==> config.mk <==
export PLATFORM = sky130hd
export DESIGN_NAME = sha256_byte_stream_hasher
export DESIGN_NICKNAME = d
export VERILOG_FILES = /design/src/hdl/sha256_pkg.sv /design/src/hdl/sha256_datapath.sv /design/src/hdl/sha256_ctrl.sv /design/src/hdl/sha256_byte_stream_hasher.sv
export SDC_FILE = /design/constraint.sdc
export NUM_CORES = 2
export LEC_CHECK = 0
export BUFFER_PORTS_ARGS = -buffer_cell sky130_fd_sc_hd__buf_2
export CORE_ASPECT_RATIO = 0.6
export CORE_MARGIN = 5
export CORE_UTILIZATION = 34
export CTS_BUF_LIST = sky130_fd_sc_hd__clkbuf_4 sky130_fd_sc_hd__clkbuf_8 sky130_fd_sc_hd__clkbuf_16
export CTS_CLUSTER_DIAMETER = 200
export DETAILED_ROUTE_END_ITERATION = 12
export PLACE_DENSITY_LB_ADDON = 0.15
export SETUP_SLACK_MARGIN = 0.05
export SLEW_MARGIN = 20
export SYNTH_ARGS = -nofsm -noshare
export SYNTH_HDL_FRONTEND = slang
export SYNTH_HIERARCHICAL = 1
export SYNTH_SLANG_ARGS = --single-unit
==> constraint.sdc <==
create_clock -name clk -period 23.5 [get_ports clk]
set_input_delay 2.35 -clock clk [delete_from_list [all_inputs] [get_ports clk]]
set_output_delay 2.35 -clock clk [all_outputs]
set_load 0.01 [all_outputs]
==> src/hdl/sha256_pkg.sv <==
// shared types, constants and functions for the sha-256 byte stream hasher
`timescale 1ns / 1ps
package sha256_pkg;

    localparam int BLOCK_LEN = 64;
    localparam int LEN_OFFSET = 56;
    localparam logic [7:0] PAD_MARK = 8'h80;

    typedef logic [31:0] word_t;

    localparam word_t INIT_HASH [8] = '{
        32'h6a09e667, 32'hbb67ae85, 32'h3c6ef372, 32'ha54ff53a,
        32'h510e527f, 32'h9b05688c, 32'h1f83d9ab, 32'h5be0cd19
    };

    localparam word_t ROUND_K [64] = '{
        32'h428a2f98, 32'h71374491, 32'hb5c0fbcf, 32'he9b5dba5,
        32'h3956c25b, 32'h59f111f1, 32'h923f82a4, 32'hab1c5ed5,
        32'hd807aa98, 32'h12835b01, 32'h243185be, 32'h550c7dc3,
        32'h72be5d74, 32'h80deb1fe, 32'h9bdc06a7, 32'hc19bf174,
        32'he49b69c1, 32'hefbe4786, 32'h0fc19dc6, 32'h240ca1cc,
        32'h2de92c6f, 32'h4a7484aa, 32'h5cb0a9dc, 32'h76f988da,
        32'h983e5152, 32'ha831c66d, 32'hb00327c8, 32'hbf597fc7,
        32'hc6e00bf3, 32'hd5a79147, 32'h06ca6351, 32'h14292967,
        32'h27b70a85, 32'h2e1b2138, 32'h4d2c6dfc, 32'h53380d13,
        32'h650a7354, 32'h766a0abb, 32'h81c2c92e, 32'h92722c85,
        32'ha2bfe8a1, 32'ha81a664b, 32'hc24b8b70, 32'hc76c51a3,
        32'hd192e819, 32'hd6990624, 32'hf40e3585, 32'h106aa070,
        32'h19a4c116, 32'h1e376c08, 32'h2748774c, 32'h34b0bcb5,
        32'h391c0cb3, 32'h4ed8aa4a, 32'h5b9cca4f, 32'h682e6ff3,
        32'h748f82ee, 32'h78a5636f, 32'h84c87814, 32'h8cc70208,
        32'h90befffa, 32'ha4506ceb, 32'hbef9a3f7, 32'hc67178f2
    };

    // datapath byte source select
    typedef enum logic [1:0] {
        SRC_DATA = 2'd0,
        SRC_PAD  = 2'd1,
        SRC_ZERO = 2'd2,
        SRC_LEN  = 2'd3
    } byte_src_t;

    typedef struct packed {
        logic      put_byte;     // write one byte into the block
        byte_src_t src;
        logic      count_bits;   // add 8 to the bit count
        logic      latch_len;    // snapshot bit count for the length field
        logic      comp_start;   // load working vars from the hash
        logic      comp_round;   // run one round
        logic      comp_finish;  // add working vars into the hash
        logic      out_load;     // present digest word
        logic      msg_reset;    // back to initial hash, zero counts
    } dp_cmd_t;

    typedef struct packed {
        logic [5:0] fill;        // bytes held in the block
        logic       fill_full;   // 64 bytes held
        logic [5:0] round;
        logic [2:0] len_idx;
    } dp_status_t;

    function automatic word_t rotr(input word_t x, input int n);
        rotr = (x >> n) | (x << (32 - n));
    endfunction

endpackage

==> src/hdl/sha256_datapath.sv <==
// sha-256 datapath: block buffer, message schedule, round unit, hash state
`timescale 1ns / 1ps
module sha256_datapath
    import sha256_pkg::*;
(
    input  logic        clk,
    input  logic        rst_n,
    input  dp_cmd_t     cmd,
    input  logic [7:0]  in_byte,
    input  logic [2:0]  out_idx,
    output dp_status_t  status,
    output word_t       out_word
);

    word_t       hash_reg [8];
    word_t       wv_reg [8];
    word_t       sched_reg [16];   // 16-word sliding message schedule
    logic [6:0]  fill_reg;
    logic [5:0]  round_reg;
    logic [63:0] bits_reg;
    logic [63:0] len_reg;
    logic [2:0]  len_idx_reg;
    word_t       out_reg;

    logic [7:0]  byte_mux;
    word_t       w_next, s0, s1, big0, big1, ch, maj, t1, t2;
    logic [3:0]  widx;
    logic [4:0]  wsh;

    always_comb
    begin
        case (cmd.src)
            SRC_DATA: byte_mux = in_byte;
            SRC_PAD:  byte_mux = PAD_MARK;
            SRC_ZERO: byte_mux = 8'h00;
            default:  byte_mux = len_reg[63 - 8 * len_idx_reg -: 8];
        endcase
    end

    assign widx = fill_reg[5:2];
    assign wsh  = 5'((3 - fill_reg[1:0]) * 8);

    always_comb
    begin
        s0 = rotr(sched_reg[1], 7) ^ rotr(sched_reg[1], 18) ^ (sched_reg[1] >> 3);
        s1 = rotr(sched_reg[14], 17) ^ rotr(sched_reg[14], 19) ^ (sched_reg[14] >> 10);
        w_next = s1 + sched_reg[9] + s0 + sched_reg[0];
        big1 = rotr(wv_reg[4], 6) ^ rotr(wv_reg[4], 11) ^ rotr(wv_reg[4], 25);
        ch   = (wv_reg[4] & wv_reg[5]) ^ (~wv_reg[4] & wv_reg[6]);
        t1   = wv_reg[7] + big1 + ch + ROUND_K[round_reg] + sched_reg[0];
        big0 = rotr(wv_reg[0], 2) ^ rotr(wv_reg[0], 13) ^ rotr(wv_reg[0], 22);
        maj  = (wv_reg[0] & wv_reg[1]) ^ (wv_reg[0] & wv_reg[2]) ^ (wv_reg[1] & wv_reg[2]);
        t2   = big0 + maj;
    end

    always_ff @(posedge clk or negedge rst_n)
    begin
        if (!rst_n)
        begin
            for (int i = 0; i < 8; i++)
            begin
                hash_reg[i] <= INIT_HASH[i];
            end
            fill_reg    <= '0;
            round_reg   <= '0;
            bits_reg    <= '0;
            len_idx_reg <= '0;
        end
        else
        begin
            if (cmd.count_bits)
            begin
                bits_reg <= bits_reg + 64'd8;
            end
            if (cmd.put_byte)
            begin
                fill_reg <= fill_reg + 7'd1;
                if (cmd.src == SRC_LEN)
                begin
                    len_idx_reg <= len_idx_reg + 3'd1;
                end
            end
            if (cmd.comp_round)
            begin
                round_reg <= round_reg + 6'd1;
            end
            if (cmd.comp_finish)
            begin
                fill_reg  <= '0;
                round_reg <= '0;
                for (int i = 0; i < 8; i++)
                begin
                    hash_reg[i] <= hash_reg[i] + wv_reg[i];
                end
            end
            if (cmd.msg_reset)
            begin
                for (int i = 0; i < 8; i++)
                begin
                    hash_reg[i] <= INIT_HASH[i];
                end
                fill_reg    <= '0;
                bits_reg    <= '0;
                len_idx_reg <= '0;
            end
        end
    end

    // payload registers
    always_ff @(posedge clk)
    begin
        if (cmd.latch_len)
        begin
            len_reg <= bits_reg;
        end
        if (cmd.put_byte)
        begin
            if (fill_reg[1:0] == 2'd0)
            begin
                sched_reg[widx] <= word_t'(byte_mux) << wsh;
            end
            else
            begin
                sched_reg[widx] <= sched_reg[widx] | (word_t'(byte_mux) << wsh);
            end
        end
        if (cmd.comp_start)
        begin
            for (int i = 0; i < 8; i++)
            begin
                wv_reg[i] <= hash_reg[i];
            end
        end
        if (cmd.comp_round)
        begin
            for (int i = 0; i < 15; i++)
            begin
                sched_reg[i] <= sched_reg[i + 1];
            end
            sched_reg[15] <= w_next;
            wv_reg[7] <= wv_reg[6];
            wv_reg[6] <= wv_reg[5];
            wv_reg[5] <= wv_reg[4];
            wv_reg[4] <= wv_reg[3] + t1;
            wv_reg[3] <= wv_reg[2];
            wv_reg[2] <= wv_reg[1];
            wv_reg[1] <= wv_reg[0];
            wv_reg[0] <= t1 + t2;
        end
        if (cmd.out_load)
        begin
            out_reg <= hash_reg[out_idx];
        end
    end

    assign status.fill      = fill_reg[5:0];
    assign status.fill_full = fill_reg[6];
    assign status.round     = round_reg;
    assign status.len_idx   = len_idx_reg;
    assign out_word         = out_reg;

endmodule

==> src/hdl/sha256_ctrl.sv <==
// sha-256 control state machine: accept, padding, rounds, digest output
`timescale 1ns / 1ps
module sha256_ctrl
    import sha256_pkg::*;
(
    input  logic        clk,
    input  logic        rst_n,
    input  logic        in_valid,
    output logic        in_ready,
    input  logic        in_byte_valid,
    input  logic        in_last,
    output logic        out_valid,
    input  logic        out_ready,
    output logic        out_last,
    output logic [2:0]  out_idx,
    output dp_cmd_t     cmd,
    input  dp_status_t  status
);

    typedef enum logic [7:0] {
        ST_IDLE  = 8'b00000001,
        ST_ROUND = 8'b00000010,
        ST_PAD   = 8'b00000100,
        ST_ZERO  = 8'b00001000,
        ST_LEN   = 8'b00010000,
        ST_FIN   = 8'b00100000,
        ST_ADD   = 8'b01000000,
        ST_OUT   = 8'b10000000
    } state_t;

    state_t     state_reg, state_next;
    state_t     resume_reg, resume_next;   // where to go after the hash add
    logic       ov_reg, ov_next;
    logic [2:0] idx_reg, idx_next;
    logic [3:0] sent_reg, sent_next;

    assign in_ready  = (state_reg == ST_IDLE);
    assign out_valid = ov_reg;
    assign out_last  = (sent_reg == 4'd7);
    assign out_idx   = idx_reg;

    always_comb
    begin
        state_next  = state_reg;
        resume_next = resume_reg;
        ov_next     = ov_reg;
        idx_next    = idx_reg;
        sent_next   = sent_reg;
        cmd         = '0;
        cmd.src     = SRC_DATA;
        unique case (state_reg)
            ST_IDLE:
            begin
                if (in_valid)
                begin
                    cmd.latch_len = 1'b1;
                    if (in_byte_valid)
                    begin
                        cmd.put_byte   = 1'b1;
                        cmd.count_bits = 1'b1;
                    end
                    if (in_byte_valid && status.fill == 6'd63)
                    begin
                        // block full: pad after compressing if this was the last beat
                        state_next  = ST_FIN;
                        resume_next = in_last ? ST_PAD : ST_IDLE;
                    end
                    else if (in_last)
                    begin
                        state_next = ST_PAD;
                    end
                end
            end
            ST_PAD:
            begin
                // snapshot again so a byte taken with the last marker is counted
                cmd.latch_len = 1'b1;
                cmd.put_byte  = 1'b1;
                cmd.src       = SRC_PAD;
                if (status.fill == 6'd63)
                begin
                    state_next  = ST_FIN;
                    resume_next = ST_ZERO;
                end
                else
                begin
                    state_next = ST_ZERO;
                end
            end
            ST_ZERO:
            begin
                if (status.fill_full)
                begin
                    state_next = ST_FIN;
                end
                else if (status.fill == 6'(LEN_OFFSET))
                begin
                    state_next = ST_LEN;
                end
                else
                begin
                    cmd.put_byte = 1'b1;
                    cmd.src      = SRC_ZERO;
                    if (status.fill == 6'd63)
                    begin
                        // no room for the length: zero-fill one more block
                        state_next  = ST_FIN;
                        resume_next = ST_ZERO;
                    end
                end
            end
            ST_LEN:
            begin
                cmd.put_byte = 1'b1;
                cmd.src      = SRC_LEN;
                if (status.len_idx == 3'd7)
                begin
                    state_next  = ST_FIN;
                    resume_next = ST_OUT;
                end
            end
            ST_FIN:
            begin
                // block full: load working vars
                cmd.comp_start = 1'b1;
                state_next     = ST_ROUND;
            end
            ST_ROUND:
            begin
                cmd.comp_round = 1'b1;
                if (status.round == 6'd63)
                begin
                    state_next = ST_ADD;
                end
            end
            ST_ADD:
            begin
                cmd.comp_finish = 1'b1;
                state_next      = resume_reg;
            end
            ST_OUT:
            begin
                if (!ov_reg)
                begin
                    cmd.out_load = 1'b1;
                    ov_next      = 1'b1;
                    idx_next     = 3'd1;
                end
                else if (out_ready)
                begin
                    if (sent_reg == 4'd7)
                    begin
                        ov_next       = 1'b0;
                        sent_next     = 4'd0;
                        idx_next      = 3'd0;
                        cmd.msg_reset = 1'b1;
                        state_next    = ST_IDLE;
                    end
                    else
                    begin
                        cmd.out_load = 1'b1;
                        sent_next    = sent_reg + 4'd1;
                        idx_next     = idx_reg + 3'd1;
                    end
                end
            end
            default:
            begin
                state_next = ST_IDLE;
            end
        endcase
    end

    always_ff @(posedge clk or negedge rst_n)
    begin
        if (!rst_n)
        begin
            state_reg  <= ST_IDLE;
            resume_reg <= ST_IDLE;
            ov_reg     <= 1'b0;
            idx_reg    <= '0;
            sent_reg   <= '0;
        end
        else
        begin
            state_reg  <= state_next;
            resume_reg <= resume_next;
            ov_reg     <= ov_next;
            idx_reg    <= idx_next;
            sent_reg   <= sent_next;
        end
    end

endmodule

==> src/hdl/sha256_byte_stream_hasher.sv <==
// top level of the sha-256 byte stream hasher
//   channel | dir | tdata                  | tuser            | tlast
//   s_axis  | in  | data_byte[7:0]         | byte_valid       | last_byte
//   m_axis  | out | digest_word[31:0]      | -                | digest_last
// one byte beat per cycle while a block fills; a full block then passes
// through the round unit (load, 64 rounds one per cycle, hash add).
// a last beat adds padding one byte per cycle and one or two compressions,
// then eight digest beats; out stalls hold the state machine.
// reset (rst_n low, async) restores the initial hash and clears all counts.
`timescale 1ns / 1ps
module sha256_byte_stream_hasher
    import sha256_pkg::*;
(
    input  logic        clk,
    input  logic        rst_n,
    input  logic        s_axis_tvalid,
    output logic        s_axis_tready,
    input  logic [7:0]  s_axis_tdata,   // data_byte
    input  logic        s_axis_tuser,   // byte_valid
    input  logic        s_axis_tlast,   // last_byte
    output logic        m_axis_tvalid,
    input  logic        m_axis_tready,
    output logic [31:0] m_axis_tdata,   // digest_word
    output logic        m_axis_tlast    // digest_last
);

    dp_cmd_t    cmd;
    dp_status_t status;
    logic [2:0] out_idx;

    sha256_ctrl u_ctrl (
        .clk           (clk),
        .rst_n         (rst_n),
        .in_valid      (s_axis_tvalid),
        .in_ready      (s_axis_tready),
        .in_byte_valid (s_axis_tuser),
        .in_last       (s_axis_tlast),
        .out_valid     (m_axis_tvalid),
        .out_ready     (m_axis_tready),
        .out_last      (m_axis_tlast),
        .out_idx       (out_idx),
        .cmd           (cmd),
        .status        (status)
    );

    sha256_datapath u_dp (
        .clk      (clk),
        .rst_n    (rst_n),
        .cmd      (cmd),
        .in_byte  (s_axis_tdata),
        .out_idx  (out_idx),
        .status   (status),
        .out_word (m_axis_tdata)
    );

endmodule

==> run summary <==
Input and output buffers added on the ports amount to 48. The sort of element at the end of the critical path is a flip-flop. The largest incremental delay on the critical path was 0.62 ns; the residual antenna-violating net count after detailed routing was 0. At the end of routability-driven placement, the weighted congestion stood at 0.998. The run gives 101 as the count of unique library cells instantiated by Yosys. Classification of the worst-slack hold path: flip-flop to flip-flop. The initial core utilization is 34.1%, and the fraction of the yosys area taken by sequential cells is 42.3%. In this run the biggest area consumer among cell types represents 31.4% of the synthesized area.

Yosys mapped a number of flops with a built-in enable equal to 861. After detailed routing, the number of vias per cell comes to 5.83. During synthesis, Yosys emitted a total of 6 warnings. Critical path startpoint category: a flip-flop. On the critical path the largest part of the delay comes from compound AO/OA/AOI/OAI gates. Excluding fillers, the count of instances in the completed layout stands at 10,600. The global-route wire length before repair was 452,000 µm; the number of clock sinks seen by CTS was 1,214. Counting every instance in the synthesized netlist gives 7,349. When the netlist entered floorplanning its net count stood at 7,963.

Setup repair after global routing left no endpoint under its margin. The slowest stage of the critical path is the a211oi_1 cell. The clock-pin slew on the worst setup and hold paths was 0.06 ns; the total routing usage reported by global routing was 24.8%.

The via count of the first global-routing pass is 57,100, and the number of cells on the worst reg-to-reg path is 31. Cell depth of the worst hold path: 0. For the worst-skew pair, the clock arrives at the later sink with an insertion delay of 0.83 ns. Based on the critical path, the design can be clocked at up to 0.0946 GHz. Before antenna repair, the detailed router went through 5 iterations. The worst setup path category was flip-flop to flip-flop.

After legalization and detailed placement, the total HPWL measured 240,000 µm. After detailed routing, the average wire length per cell comes to 30.4 µm. The biggest area consumer among synthesized cells was edfxtp_1. The final number of max-transition violations was 0; the worst path buffer plus inverter count was 3. The number of flip-flops in the largest register is 512, and the number of cells in the design after placement is 10,400.

For this run, the post-layout net count is 7,888. The worst hold path terminates at u_dp/len_reg[63]$_DFFE_PP_. Summed over all failing endpoints, the final setup total negative slack is 0 ns. The placeable core region was 242,000 µm²; the maximum fanout count along the critical path was 28.

Post-CTS repair changed the size of 0 cells. Between clock sinks in the finished design, the worst skew comes to 0.0578 ns. The run gives 0 as the remaining global-route overflow.

In this run, synthesis produced a sequential element count of 1,214. The relative slew slack is 19.8%. The shortest clock period the worst path allows after layout is 10.58 ns, and the via count of the routed design is 62,100. TritonCTS built the clock tree.

Setup violations remaining at the end of the flow were counted as 0. Filler cell count in the final layout: 23,400. The H-tree generated during clock tree synthesis spans 4 levels.

After synthesis the cells add up to 82,400 µm². Relative to the synthesized area, the layout overhead comes to 10.9%. At the pin with the least slew margin, the transition time is 1.20 ns. The tools report the initial antenna violation count as 16. The number of max-capacitance violations reported is 0.

The startpoint identified for the worst hold timing path is u_dp/bits_reg[63]$_DFFE_PN0N_. During I/O placement, the number of pins put on the boundary was 49. The main flop type after synthesis is edfxtp_1. After layout, the worst path uses 45.0% of the clock period. The tools report the required time of the critical path as 24.04 ns. For the maximum clock path buffer count, the log shows 4. For flop-to-flop paths, the worst setup slack is 12.92 ns. Number of buffers inserted for hold repair after clock tree synthesis: 0.

Data on the critical path arrives at its endpoint at 11.12 ns. TritonCTS created 146 clock buffers. The tools report the post-CTS setup repair buffer count as 0.

Hold violation total from the final report: 0. The worst register-to-register path begins at u_dp/round_reg[0]$_DFFE_PN0P_. Of the cells placed in the final design, the portion with a size suffix greater than 1 is 16.9%. Of all flip-flops after synthesis, the portion carrying an async set or reset was 29.1%.

Commonest non-fill, non-tap cell in the layout: edfxtp_1. The final routed wirelength across all metal layers is 323,000 µm, and the total DRC errors in the routed layout is 0. The first routing iteration left 7,669 violations.

The capture point of the worst reg-to-reg path was u_dp/wv_reg[0][31]$_DFFE_PP_. Leaving out fill and tap cells, the most frequent cells in the layout are edfxtp_1 (861), a21o_1 (693), nor2_1 (485), a21oi_1 (433). A synthesized cell averages 11.2 µm².

The floorplan die height works out to 391 µm. The pin count of the biggest net entering global routing is 184, and the floorplan die width is 646 µm. Row generation in the floorplan step produced 140 rows. Ranked by total cell area, the synthesized netlist is headed by edfxtp_1 (31%), mux4_2 (6.6%), dfrtp_1 (6.5%). Clock root buffer master: clkbuf_16.

The flow ran to the end, and the final reports show no timing, DRC or antenna violations. The die covers 253,000 µm².
-- metrics by stage --
step / util, % / instance area, µm² / setup WS [ns] / hold WS (ns)
finish: 37.8 / 91400 / 12.92 / 0.485
global route: 37.8 / 91400 / 12.67 / 0.492
CTS: 37.7 / 91300 / 13.36 / 0.484
detailed placement: 35.8 / 86600 / 13.44 / 0.470
global placement: 35.8 / 86600 / 13.60 / 0.468
floorplan: - / 82400 / 15.47 / 0.446
-- layout make-up --
class	instances	area [µm²]	share of cell area, %
Clock buffer	202	4190	4.58
Tap cell	3266	4090	4.47
Timing Repair Buffer	194	1400	1.54
Sequential cell	1214	34900	38.2
Multi-Input combinational cell	5359	45000	49.2
Inverter	359	1360	1.49
Clock inverter	51	495	0.542
Antenna cell	1	2.50	0.00274
-- routing by layer --
metal  GRT usage, %  vias up  wire (µm)
met1           42.8    32100     172000
met4           3.01        0       3630
met3           9.74      243      40800
met2           27.5     2803     107000
met5              0        -          0
li1               -    27000          -
-- worst max-delay path by stage --
stage	cells past startpoint	endpoint	startpoint	slack [ns]
2_1_floorplan	30	u_dp/wv_reg[0][31]$_DFFE_PP_	u_dp/round_reg[2]$_DFFE_PN0P_	15.47
3_3_place_gp	30	u_dp/wv_reg[0][31]$_DFFE_PP_	u_dp/round_reg[0]$_DFFE_PN0P_	13.60
3_5_place_dp	31	u_dp/wv_reg[0][31]$_DFFE_PP_	u_dp/round_reg[0]$_DFFE_PN0P_	13.44
4_1_cts	31	u_dp/wv_reg[0][31]$_DFFE_PP_	u_dp/round_reg[0]$_DFFE_PN0P_	13.36
5_1_grt	31	u_dp/wv_reg[0][31]$_DFFE_PP_	u_dp/round_reg[0]$_DFFE_PN0P_	12.67
6_report	31	u_dp/wv_reg[0][31]$_DFFE_PP_	u_dp/round_reg[0]$_DFFE_PN0P_	12.92
-- cell families (layout without fill, tap and decap cells) --
logic type / after synthesis / count (layout) / synth area share (%)
buffers and inverters: 776 / 806 / 3.59
other: 0 / 1 / 0
AOI/OAI and AO/OA: 2013 / 2013 / 16.2
muxes: 650 / 650 / 12.0
adders and majority gates: 621 / 621 / 11.1
xor gates and xnor gates: 627 / 627 / 6.70
and+or+nand+nor: 1448 / 1448 / 8.08
DFF: 1214 / 1214 / 42.3
-- Yosys cell counts (15+ instances only) --
| library cell | instances |
|---|---|
| a2111oi_0 | 15 |
| a211o_1 | 23 |
| a211oi_1 | 62 |
| a21o_1 | 693 |
| a21oi_1 | 434 |
| a22oi_1 | 37 |
| a311oi_1 | 17 |
| a31oi_1 | 44 |
| and2_1 | 20 |
| and3_1 | 42 |
| buf_1 | 49 |
| buf_2 | 26 |
| clkbuf_1 | 338 |
| dfrtp_1 | 215 |
| dfstp_2 | 138 |
| edfxtp_1 | 861 |
| fa_1 | 195 |
| ha_1 | 405 |
| inv_1 | 355 |
| maj3_1 | 21 |
| mux2_2 | 304 |
| mux2i_1 | 103 |
| mux4_2 | 243 |
| nand2_1 | 422 |
| nand2b_1 | 61 |
| nand3_1 | 102 |
| nand4_1 | 41 |
| nor2_1 | 512 |
| nor2b_1 | 52 |
| nor3_1 | 69 |
| o211ai_1 | 46 |
| o21a_1 | 50 |
| o21ai_0 | 373 |
| o21bai_1 | 45 |
| o31ai_1 | 33 |
| or2_2 | 17 |
| or3_1 | 43 |
| xnor2_1 | 419 |
| xor2_1 | 205 |
-- worst register-to-register path: cells and delay by family, from the launching register on --
family	cells	cell delay, ns
simple gates	4	0.70
flops	1	0.33
fa+ha+maj	5	2.18
compound gates	17	5.73
mux	1	0.26
xor+xnor	1	0.21
buf+inv	3	0.91
Power is left out: the tool's default activity adds up to more than one toggle a clock period on the data nets, which glitch-free logic cannot reach.
